[config.mk]
export PLATFORM = sky130hd
export DESIGN_NAME = seglt_queue
export DESIGN_NICKNAME = d
export VERILOG_FILES = /design/src/rtl/core/segment_endpoint_link_test_core_macros.svh /design/src/rtl/core/seglt_pkg.sv /design/src/rtl/core/seglt_queue.sv
export SDC_FILE = /design/constraint.sdc
export NUM_CORES = 1
export LEC_CHECK = 0
export ABC_CLOCK_PERIOD_IN_PS = 17500
export BUFFER_PORTS_ARGS = -buffer_cell sky130_fd_sc_hd__buf_2
export CAP_MARGIN = 20
export CORE_MARGIN = 2
export CORE_UTILIZATION = 30
export DETAILED_ROUTE_END_ITERATION = 8
export PLACE_DENSITY = 0.56
export SKIP_CTS_REPAIR_TIMING = 1
export SYNTH_ARGS = -nofsm -noshare
export SYNTH_HDL_FRONTEND = slang
export SYNTH_SLANG_ARGS = --single-unit
[constraint.sdc]
create_clock -name clk -period 17.5 [get_ports clk]
set_clock_uncertainty 0.1 [all_clocks]
set_input_delay 4.375 -clock clk [delete_from_list [all_inputs] [get_ports clk]]
set_output_delay 4.375 -clock clk [all_outputs]
set_load 0.01 [all_outputs]
[src/rtl/core/segment_endpoint_link_test_core_macros.svh]
// Assertion macros used by the segment link test RTL
`ifndef SEGMENT_ENDPOINT_LINK_TEST_CORE_MACROS_SVH
`define SEGMENT_ENDPOINT_LINK_TEST_CORE_MACROS_SVH

// Check that cons holds in the same cycle whenever ante holds
`define SEGLT_ASSERT_IMP(label, ante, cons) \
  label: assert property (@(posedge clk) disable iff (!rst_n) (ante) |-> (cons)) \
    else $error("segment link test check failed");

// Check that cons holds in the cycle after ante
`define SEGLT_ASSERT_NXT(label, ante, cons) \
  label: assert property (@(posedge clk) disable iff (!rst_n) (ante) |=> (cons)) \
    else $error("segment link test check failed");

`endif

[src/rtl/core/seglt_pkg.sv]
// Shared types and constants for the segment endpoint link test
package seglt_pkg;

  localparam int COORD_BITS = 16;
  localparam int CW = (COORD_BITS < 16) ? COORD_BITS : 16;

  localparam int Q_DEPTH = 8;
  localparam int Q_AW = $clog2(Q_DEPTH);
  localparam int Q_CW = $clog2(Q_DEPTH + 1);

  // one result bit per sqrt stage
  localparam int NSQ = 21;

  localparam logic [0:0] CFG_MAX_DIST = 1'b0;
  localparam logic [0:0] CFG_COS_THR = 1'b1;

  localparam logic [15:0] MAX_DIST_RST = 16'd150;
  localparam logic [14:0] COS_THR_RST = 15'd11469;

  typedef enum logic [1:0] {
    JOIN_SS = 2'd0,
    JOIN_SE = 2'd1,
    JOIN_ES = 2'd2,
    JOIN_EE = 2'd3
  } join_kind_t;

  // classified pair handed from front to back
  typedef struct packed {
    logic [32:0]        d2;
    logic signed [16:0] cx;
    logic signed [16:0] cy;
    logic signed [15:0] ax;
    logic signed [15:0] ay;
    logic signed [15:0] bx;
    logic signed [15:0] by;
    join_kind_t         kind;
  } entry_t;

  typedef struct packed {
    logic       push;
    logic [1:0] inflight;
  } front_stat_t;

  function automatic logic signed [16:0] coord_hi(input logic [31:0] w);
    logic signed [CW-1:0] t;
    t = w[16+CW-1:16];
    return 17'(t);
  endfunction

  function automatic logic signed [16:0] coord_lo(input logic [31:0] w);
    logic signed [CW-1:0] t;
    t = w[CW-1:0];
    return 17'(t);
  endfunction

endpackage

[src/rtl/core/seglt_queue.sv]
// Short queue of classified pairs between front and back
module seglt_queue import seglt_pkg::*; (
  input  logic            clk,
  input  logic            rst_n,
  input  logic            push,
  input  entry_t          wdata,
  input  logic            pop,
  output entry_t          rdata,
  output logic            empty,
  output logic [Q_CW-1:0] cnt
);

  entry_t mem_r [Q_DEPTH];
  logic [Q_AW-1:0] wp_r, rp_r;
  logic [Q_CW-1:0] cnt_r;

  always_ff @(posedge clk) begin
    if (push) begin
      mem_r[wp_r] <= wdata;
    end
  end

  always_ff @(posedge clk) begin
    if (!rst_n) begin
      wp_r <= '0;
      rp_r <= '0;
      cnt_r <= '0;
    end else begin
      if (push) wp_r <= wp_r + 1'b1;
      if (pop) rp_r <= rp_r + 1'b1;
      cnt_r <= cnt_r + Q_CW'(push) - Q_CW'(pop);
    end
  end

  assign rdata = mem_r[rp_r];
  assign empty = (cnt_r == '0);
  assign cnt = cnt_r;

endmodule

* Word level (Yosys, flattened, before mapping)
Memory sizes are Yosys's and may differ from the RTL's. A register that Yosys moved wholly into a read port is not among the register bits.
Index checks and enable logic that the tools add are counted.
** Word-level totals
- Register bits after elaboration :: 10
- RAM bits :: 1064
- Word-level logic and storage cells :: 13
- Output and inout bits :: 138
- Memories kept :: 1
- Bits of input ports :: 137
** Operators by class
- Mux-type cells :: 4
- Add/sub/neg operators :: 4
- Reduce and logical (&&, ||, !) cells :: 1
** Memories
- mem_r :: depth 8, bits a word 133, read ports 1, clocked after Yosys merged registers in 1, write ports 1, line seglt_queue.sv:13 : entry_t mem_r [Q_DEPTH];
** Operators with widths (number)
- $add 3x1->3 const B :: 2
- $mux 3 :: 2
- $add 4x1->4 :: 1
- $logic_not 4->1 :: 1
- $sub 4x1->4 :: 1
- $mux 1 :: 2

* Depth between registers and ports, before layout
Gate-level depths: netlist of the first run.
- Depth in word-level cells :: 3
- Gate-level depth with buffers :: 8
- Gate-level depth less buffers :: 8

* Worst setup path before layout of the first run
No wires, ideal clock.
- Path type :: input-to-reg
- From :: input push
- To :: memory mem_r[0][0] (netlist name) (enable)
- Buffers on the path :: 0
- Slack :: 3.168 ns
- Setup time :: 0.788 ns
- Required time :: 16.612 ns
- Stages :: 2
- Data arrival time :: 13.444 ns
- Cells stage by stage :: nand2b_1 -> nor3_1
** Between the ends
- Cells in the longest elaborated chain, start to end :: 2
** Ends and longest elaborated chain
- start: declaration :: line seglt_queue.sv:5 : input logic push,
- $mux 1 :: line seglt_queue.sv:18 : if (push) begin
- $mux 1 (not written as such) :: line seglt_queue.sv:19 : mem_r[wp_r] <= wdata;
- end: declaration :: line seglt_queue.sv:13
No other way between the ends.

==> results.txt, run 1 <==
The commonest register cell after synthesis was edfxtp_1. Counting the buffers created by CTS gives 114. The startpoint identified for the worst hold timing path is rp_r[1]. The effective utilization at floorplan came out at 30.3%. For this run, the number of standard cells in the final layout without fillers is 3,823. Summing every instance area after synthesis gives 40,600 µm².

The logs give 0 for the final number of max-transition violations and 130 mm for the global-route wire length before repair. The worst setup slack after placement came out at 8.82 ns. The via total after detailed routing was 17,800; the maximum clock insertion buffer count was 3. The number of global-route vias before repair was 19,500.

Across the run, the number of max-cap violations was 0. The flow ran to the end, and the final reports show no timing, DRC or antenna violations. The run gives 1,605 as the post-synthesis cell count. Detailed placer's ending HPWL: 47.9 mm.

Most frequent cell after synthesis: edfxtp_1. The number of antenna violations at the first check in global routing came out at 33. TritonCTS built the clock tree.

Setup repair after global routing left no endpoint under its margin. In the final timing run, aggregate negative setup slack is 0 ns. The worst setup path is of the flop to output port kind. Summed over its instances, the top area cell type makes up 78.8% of the synthesized netlist area.

The number of cell rows is 134, and the worst path required time is 13.03 ns. The run gives 23 as the unique cell type count in the Yosys netlist. The H-tree was split into 3 levels. The headroom to the max-slew limit was 7.20%; the setup slack on the worst flop-to-flop path was 13.99 ns. The slowest stage of the critical path belongs to the cell buf_4.

edfxtp_1 takes more of the synthesized area than any other cell. Library cell appearing most often on the critical path: buf_4. The number of buffers and inverters on the critical path is 4.

The worst setup path is launched from a flop. Worst supply voltage drop on vdd: 91.4 µV. The final routed wire length divided by cell count is 23.4 µm, and the multi-input logic area is 7880 µm². The run gives 0.73 ns as the worst-skew pair later-pin latency. Data on the critical path arrives at its endpoint at 4.74 ns. In this run the tool buffered the top-level ports with 274 buffer cells. The logs give 1,750 for the synthesized net count and 89.4 mm for the final routed wirelength across all metal layers. Yosys attributes the largest share of cell area to edfxtp_1 79%, mux4_2 15%, mux2_2 3.7%. Pin placement for this block handled 275 I/O pins. Among cell families on the critical path, the largest total delay comes from buffers and inverters. In this run the critical register-to-register path is captured at mem_r[1][67]. The number of placed instances, taps included, is 3,605.

Relative to the synthesized area, the layout overhead comes to 18.0%. The commonest cells after synthesis are 1,064 x edfxtp_1, 266 x mux4_2, 133 x mux2_2. The worst hold path passes through 2 cells. Biggest fanout along the worst timing path: 47. Yosys printed 0 warnings.

Walking the worst path, the cells encountered are buf_4 -> buf_4 -> buf_4 -> mux4_2 -> mux2_2 -> buf_2. The detail route stage leaves a number of antenna-violating nets equal to 0. The initial DRC count is 1,254. The post-route minimum period works out to 9.21 ns. The tree is rooted in a clkbuf_16. After clock tree synthesis, the clock-pin slew on the worst setup and hold paths is 0.06 ns. Type of the most critical hold path: flop to flop. The net total in the final layout is 2,098, and the smallest setup slack after layout is 8.29 ns. The post-route netlist has 43.0% of its cells at a drive strength greater than 1.

Mean area per synthesized cell: 25.3 µm². The number of flip-flops and latches in the synthesized netlist is 1,077, and the aggregate global-route resource usage is 12.9%. The filler cell count came out at 12,200. The leakage power figure was 0.0149 µW. Yosys mapped a number of flops with a built-in enable equal to 1,064. Sequential elements use 79.4% of the synthesized area. The share of the core filled with cells in the final layout is 35.8%, and the floorplan core area is 134,000 µm². Timing would allow up to 0.109 GHz. The worst register-to-register path has a depth of 4. The tree built by TritonCTS fans out to 1,077 sinks.

The die width works out to 372 µm. The total overflow left after global routing is 0. For the area of the die, the log shows 138,000 µm².

After layout, the worst path uses 52.6% of the clock period. The first-pass iteration count of the detailed router is 7. The critical path's largest stage delay is 0.80 ns. The maximum number of pins on one net before global-route repair came out at 149. The worst register-to-register path begins at wp_r[0]. In the final layout, flip-flops and latches occupy 32,200 µm². At the pin with the least slew margin, the transition time is 1.39 ns. The power per standard cell area was 121 nW/µm²; the final-report hold violation count was 0.

The share of synthesized flip-flops with an asynchronous set or reset is 0%, and the count of endpoints failing setup in the final report is 0. The final routed DRC violation total came out at 0. Measured along the y axis, the die boundary spans 372 µm. After detailed routing, the number of vias per cell comes to 4.66. The tools report the routability congestion estimate as 0.699. Critical path capture point type: an output port.
[metal layers]
metal  track usage [%]  up-vias  wire length [µm]  share of wire, %
met3              4.67      180              7160               8.0
met2              20.8      403             43200                48
li1                  -     7616                 -                 -
met5                 0        -               332              0.37
met4              3.73       52              1690               1.9
met1              16.3     9582             37000                41
[logic make-up after synthesis]
group                    Yosys count  share of synthesized area [%]
AO/OA/AOI/OAI                      2                         0.0308
multiplexers                     402                           18.5
AND/OR/NAND/NOR                   28                          0.358
buffers and inverters             83                           1.30
adder cells (fa/ha/maj)            8                          0.265
XOR/XNOR                           5                          0.108
flip-flops                      1077                           79.4
[report_power, final]
part / internal, µW / switching [µW]
clock network: 1430 / 1010
registers: 2910 / 24.5
logic: 206 / 238
[worst max-delay path by stage]
stage,startpoint,end,slack (ns),cells past startpoint
global placement,flop,rdata[92],8.88,6
finish,flop,rdata[92],8.29,6
global route,flop,rdata[92],7.77,6
floorplan,push,mem_r[0][0],3.17,2
CTS,flop,rdata[92],7.99,6
detailed placement,flop,rdata[92],8.82,6
[sequential cells by signal, summed over array words and instances, names as in the netlist, named ones only]
name,count
rp_r,3
wp_r,3
mem_r,1064
cnt,4
[metrics by stage]
| step | instance area, µm² | hold WS [ns] | power, µW |
|---|---|---|---|
| after floorplan | 40600 | 0.412 | 3270 |
| after global placement | 44000 | 0.420 | 3430 |
| after detailed placement | 44000 | 0.469 | 3440 |
| after CTS | 47800 | 0.478 | 5900 |
| after global routing | 47800 | 0.499 | 6030 |
| final | 47900 | 0.473 | 5810 |
[tightest hold or removal path: stages (launching register included)]
cell and delay [ns]:
dfxtp_1 0.32, mux2i_1 0.14, nor2b_1 0.08
[layout by cell type (no fill, tap or decap), types with 10 or more instances in the layout]
cell / n
dfxtp_1: 10
bufinv_16: 14
edfxtp_1: 1064
buf_4: 32
clkbuf_16: 115
clkinv_1: 22
clkinv_2: 12
buf_2: 274
mux2_2: 133
mux4_2: 266
clkbuf_1: 26
[area by class of cell]
| cell class | instances | share of cell area, % |
|---|---|---|
| Sequential cell | 1077 | 67.3 |
| Multi-Input combinational cell | 445 | 16.5 |
| Clock buffer | 141 | 6.22 |
| Tap cell | 1768 | 4.62 |
| Timing Repair Buffer | 308 | 3.45 |
| Clock inverter | 70 | 1.81 |
| Inverter | 7 | 0.0549 |
| Antenna cell | 7 | 0.0366 |
Note: power is estimated with default switching activity, not from simulation.
==> inputs of run 2 (changes only) <==
- ABC_AREA: unset -> 1
- ABC_CLOCK_PERIOD_IN_PS: 17500 -> 9300
- clock period: 17.5 -> 9.3 ns (I/O delays scaled with it)
==> run 2 against run 1 <==
Against the previous run: final area increased by 13%; wire length is 27% higher; critical path type unchanged; first-iteration DRC count grew 45%; die area increased by 15%; sequential power grew 88%; sequential share of layout area is 7.7 points lower; synthesized area up 15%; synthesized cell count grew to 2.9 times the previous value; critical endpoint is now rdata[75]; total power is 93% higher; register-to-register slack worse by 7.7 ns; worst hold slack got worse by 0.079 ns; highest routed layer unchanged.
==> results.txt, run 2 <==
In this run, the clock network consumes 41.1% of the power. The final number of max-transition violations is 0. The synthesized design contains 1,077 register bits. Summed over all nets, the switching power comes to 2770 µW. At the later pin of the worst-skew pair, clock insertion delay measures 0.74 ns.

The library cell used most frequently in the layout, excluding fill and tap cells, is nand2_1. Using the TritonRoute via totals, the vias-per-cell ratio works out to 4.26. After the first detailed-routing iteration, the DRC count stood at 1,821. Entering global routing, the biggest net connects 196 pins. Counting flops with a built-in enable in the synthesized netlist gives 1,064. The unique cell type count in the Yosys netlist was 17; the clock buffer count from CTS was 118. Summing all multi-input logic gate instances after layout gives 9510 µm². For the pin with the worst max-slew slack, the measured transition is 1.22 ns. The post-route minimum period works out to 6.38 ns. The number of warnings issued by yosys came out at 0.

The die width works out to 399 µm. Setup violations remaining at the end of the flow were counted as 0. In this run switching power makes up 24.7% of total power. The effective utilization at floorplan was 30.3%. The type of the most critical hold path is flop to flop.

Max-cap violations in this run came to 0. The tools report the residual overflow from global routing as 0. With fillers left out, the area of the finished cells amounts to 54,000 µm². In this run the cell area measured after placement is 50,200 µm².

Derived from the worst setup path, the maximum achievable clock frequency is 0.157 GHz. The commonest cells after synthesis are 1,742 x nand2_1, 1,079 x inv_1, 1,064 x edfxtp_1. The count of buffers from port buffering works out to 274. After synthesis, the mean cell area works out to 9.99 µm².

VDD sags by at most 139 µV. The routed layout has 30,100 vias. The sequential share of the synthesized area came out at 68.9%. Counting along the longest clock path gives a buffer depth of 3. By startpoint and endpoint, the worst setup path is classified as flop to output port. Detailed placement finished with a half-perimeter wire length of 59.0 mm. Routability-driven placement finished with a final weighted congestion of 0.721.

Summing the areas of all fa, ha and maj instances in the mapped netlist gives 0.230% of the synthesized area. The area of the die was 159,000 µm²; the aggregate global-route resource usage was 14.2%. Relative to the synthesized area, the layout overhead comes to 15.6%. After synthesis, the largest family of logic cells by area is simple AND/OR/NAND/NOR gates.

The xor and xnor area share after synthesis was 0.0187%; the global-route wire length before repair was 174 mm. Setup repair after global routing left no endpoint under its margin. Data on the critical path is required at its endpoint by 6.88 ns.

The floorplan has 144 rows. The synthesized-area fraction occupied by and/or/nand/nor cells works out to 19.9%. The share of synthesized flip-flops with an asynchronous set or reset is 0%. The filler cell count was 15,400; the number of clock sinks seen by CTS was 1,077. nand2_1 is the most common cell in the netlist. In the routed design, unresolved DRC markers number 0. The number of nets in the synthesized netlist is 4,822. Summed over all cells, the static leakage comes to 0.0244 µW. For the final routed database, the setup TNS stands at 0 ns. The share of synthesized area in the top cell type comes to 68.4%. The clock slew at the register clock pins of the worst setup and hold paths was 0.06 ns. After technology mapping, the gate count stands at 4,677. The region available for standard cell placement spans 154,000 µm². For this run, the leading register cell type out of synthesis is edfxtp_1.

In the final design database the tool counted 5,054 nets. For the summed instance area of the synthesized netlist, the log shows 46,700 µm². In this run the count of I/O pins placed on the die edge is 275. The flow ran to the end, and the final reports show no timing, DRC or antenna violations.

The number of H-tree levels was 3. Internal power comes to 8460 µW. The final-report hold violation count was 0. CTS placed an instance of clkbuf_16 at the clock tree root. The worst setup path is launched from a flop.

The worst setup path is captured at an output port. The routed design has 113 mm of wire. Per report_power, the sequential group accounts for 48.9% of the total.

The post-route antenna net violation count is 0. Biggest fanout along the worst timing path: 66. Sorting the synthesized cells by area gives the leading types as edfxtp_1 68%, nand2_1 14%, inv_1 8.7%.

For the number of antenna violations at the first check in global routing, the log shows 34. After detailed routing, the average wire length per cell comes to 16.0 µm. Summing the areas of all compound-gate instances in the mapped netlist gives 0.118% of the synthesized area. Summing all flip-flop and latch instances after layout gives 32,200 µm². The register with the most flip-flops was mem_r. The final worst-path cycle share is 68.6%. The share of final-layout standard cells stronger than drive strength 1 came out at 9.97%. For the worst setup path, the data arrival time is 3.96 ns. The power per standard cell area came out at 208 nW/µm². TritonCTS built the clock tree.

The overall die height is 399 µm. The relative contribution of combinational cells to total power is 10.0%, and the flip-flop count of the largest register after layout is 1,064. After synthesis, the share of cell area in mux cells is 0%. The tools report the number of global-route vias before repair as 29,600. The top cell type by total area after synthesis was edfxtp_1. The pre-antenna-repair detailed-routing pass consisted of 7 iterations.

Headroom to the max-slew limit came out at 19.0%. The top cell types in the final layout, fill and taps aside, are 1,742 x nand2_1, 1,079 x inv_1, 1,064 x edfxtp_1.
==> run 2: cell count changes after synthesis, sizes merged, moves of 4 or more <==
cell / delta
nor2: +9
nand3: +534
inv: +1075
a21oi: +6
mux2: -133
buf: +138
nand2: +1737
nand2b: -4
clkbuf: -9
o21ai: +4
mux4: -266
and2: -7
==> run 2: layer usage <==
layer | vias up | global-route usage [%] | share of wire (%)
li1 | 15000 | - | -
met1 | 14200 | 18.0 | 44
met2 | 609 | 24.2 | 48
met3 | 200 | 3.51 | 5.8
met4 | 52 | 3.81 | 2.1
met5 | - | 0 | 0.26
==> run 2: cell families (layout without fill, tap and decap cells) <==
family / Yosys count / after routing
and+or+nand+nor: 2293 / 2293
buffers and inverters: 1287 / 1617
DFF: 1077 / 1077
AOI/OAI and AO/OA: 11 / 11
adders and majority gates: 8 / 8
xor gates and xnor gates: 1 / 1
other: 0 / 5
==> run 2: power groups by stage <==
stage | clock (µW) | sequential (µW) | combinational (µW)
floorplan | 0 | 5600 | 707
global placement | 0 | 5600 | 1130
detailed placement | 0 | 5600 | 1140
CTS | 4740 | 5500 | 1150
global route | 4920 | 5510 | 1280
finish | 4610 | 5500 | 1120
==> run 2: final timing paths <==
| path | from | end | slack (ns) | depth (start not counted) |
|---|---|---|---|---|
| max | flop | rdata[75] | 2.92 | 7 |
| min | wp_r[0] | wp_r[0] | 0.39 | 2 |
| max reg2reg | wp_r[0] | mem_r[6][86] | 6.28 | 4 |
| min reg2reg | wp_r[0] | wp_r[0] | 0.39 | 2 |
==> run 2: final cells by class <==
cell class                      count  share of cell area [%]
Clock buffer                      143                    5.64
Clock inverter                     75                    1.44
Antenna cell                        5                  0.0232
Inverter                         1082                    7.56
Tap cell                         2044                    4.73
Sequential cell                  1077                    59.7
Multi-Input combinational cell   2313                    17.6
Timing Repair Buffer              317                    3.34
==> run 2: critical path: stages (launching register included) <==
cell	delay, ns
dfxtp_4	0.80
buf_4	0.81
buf_4	0.83
nand3_1	0.16
nand2_1	0.11
nand2_1	0.05
nand2_1	0.17
buf_2	0.16
==> run 2: through the flow <==
stage / power [µW] / utilization (%) / hold slack (ns) / std cells / setup WS [ns]
after floorplan: 6310 / - / 0.369 / 4677 / 0.354
after global placement: 6730 / 32.5 / 0.381 / 6833 / 3.65
after detailed placement: 6740 / 32.5 / 0.391 / 6833 / 3.67
after CTS: 11400 / 35.0 / 0.404 / 7051 / 2.79
after global routing: 11700 / 35.0 / 0.437 / 7052 / 2.61
final: 11200 / 35.0 / 0.394 / 7056 / 2.92
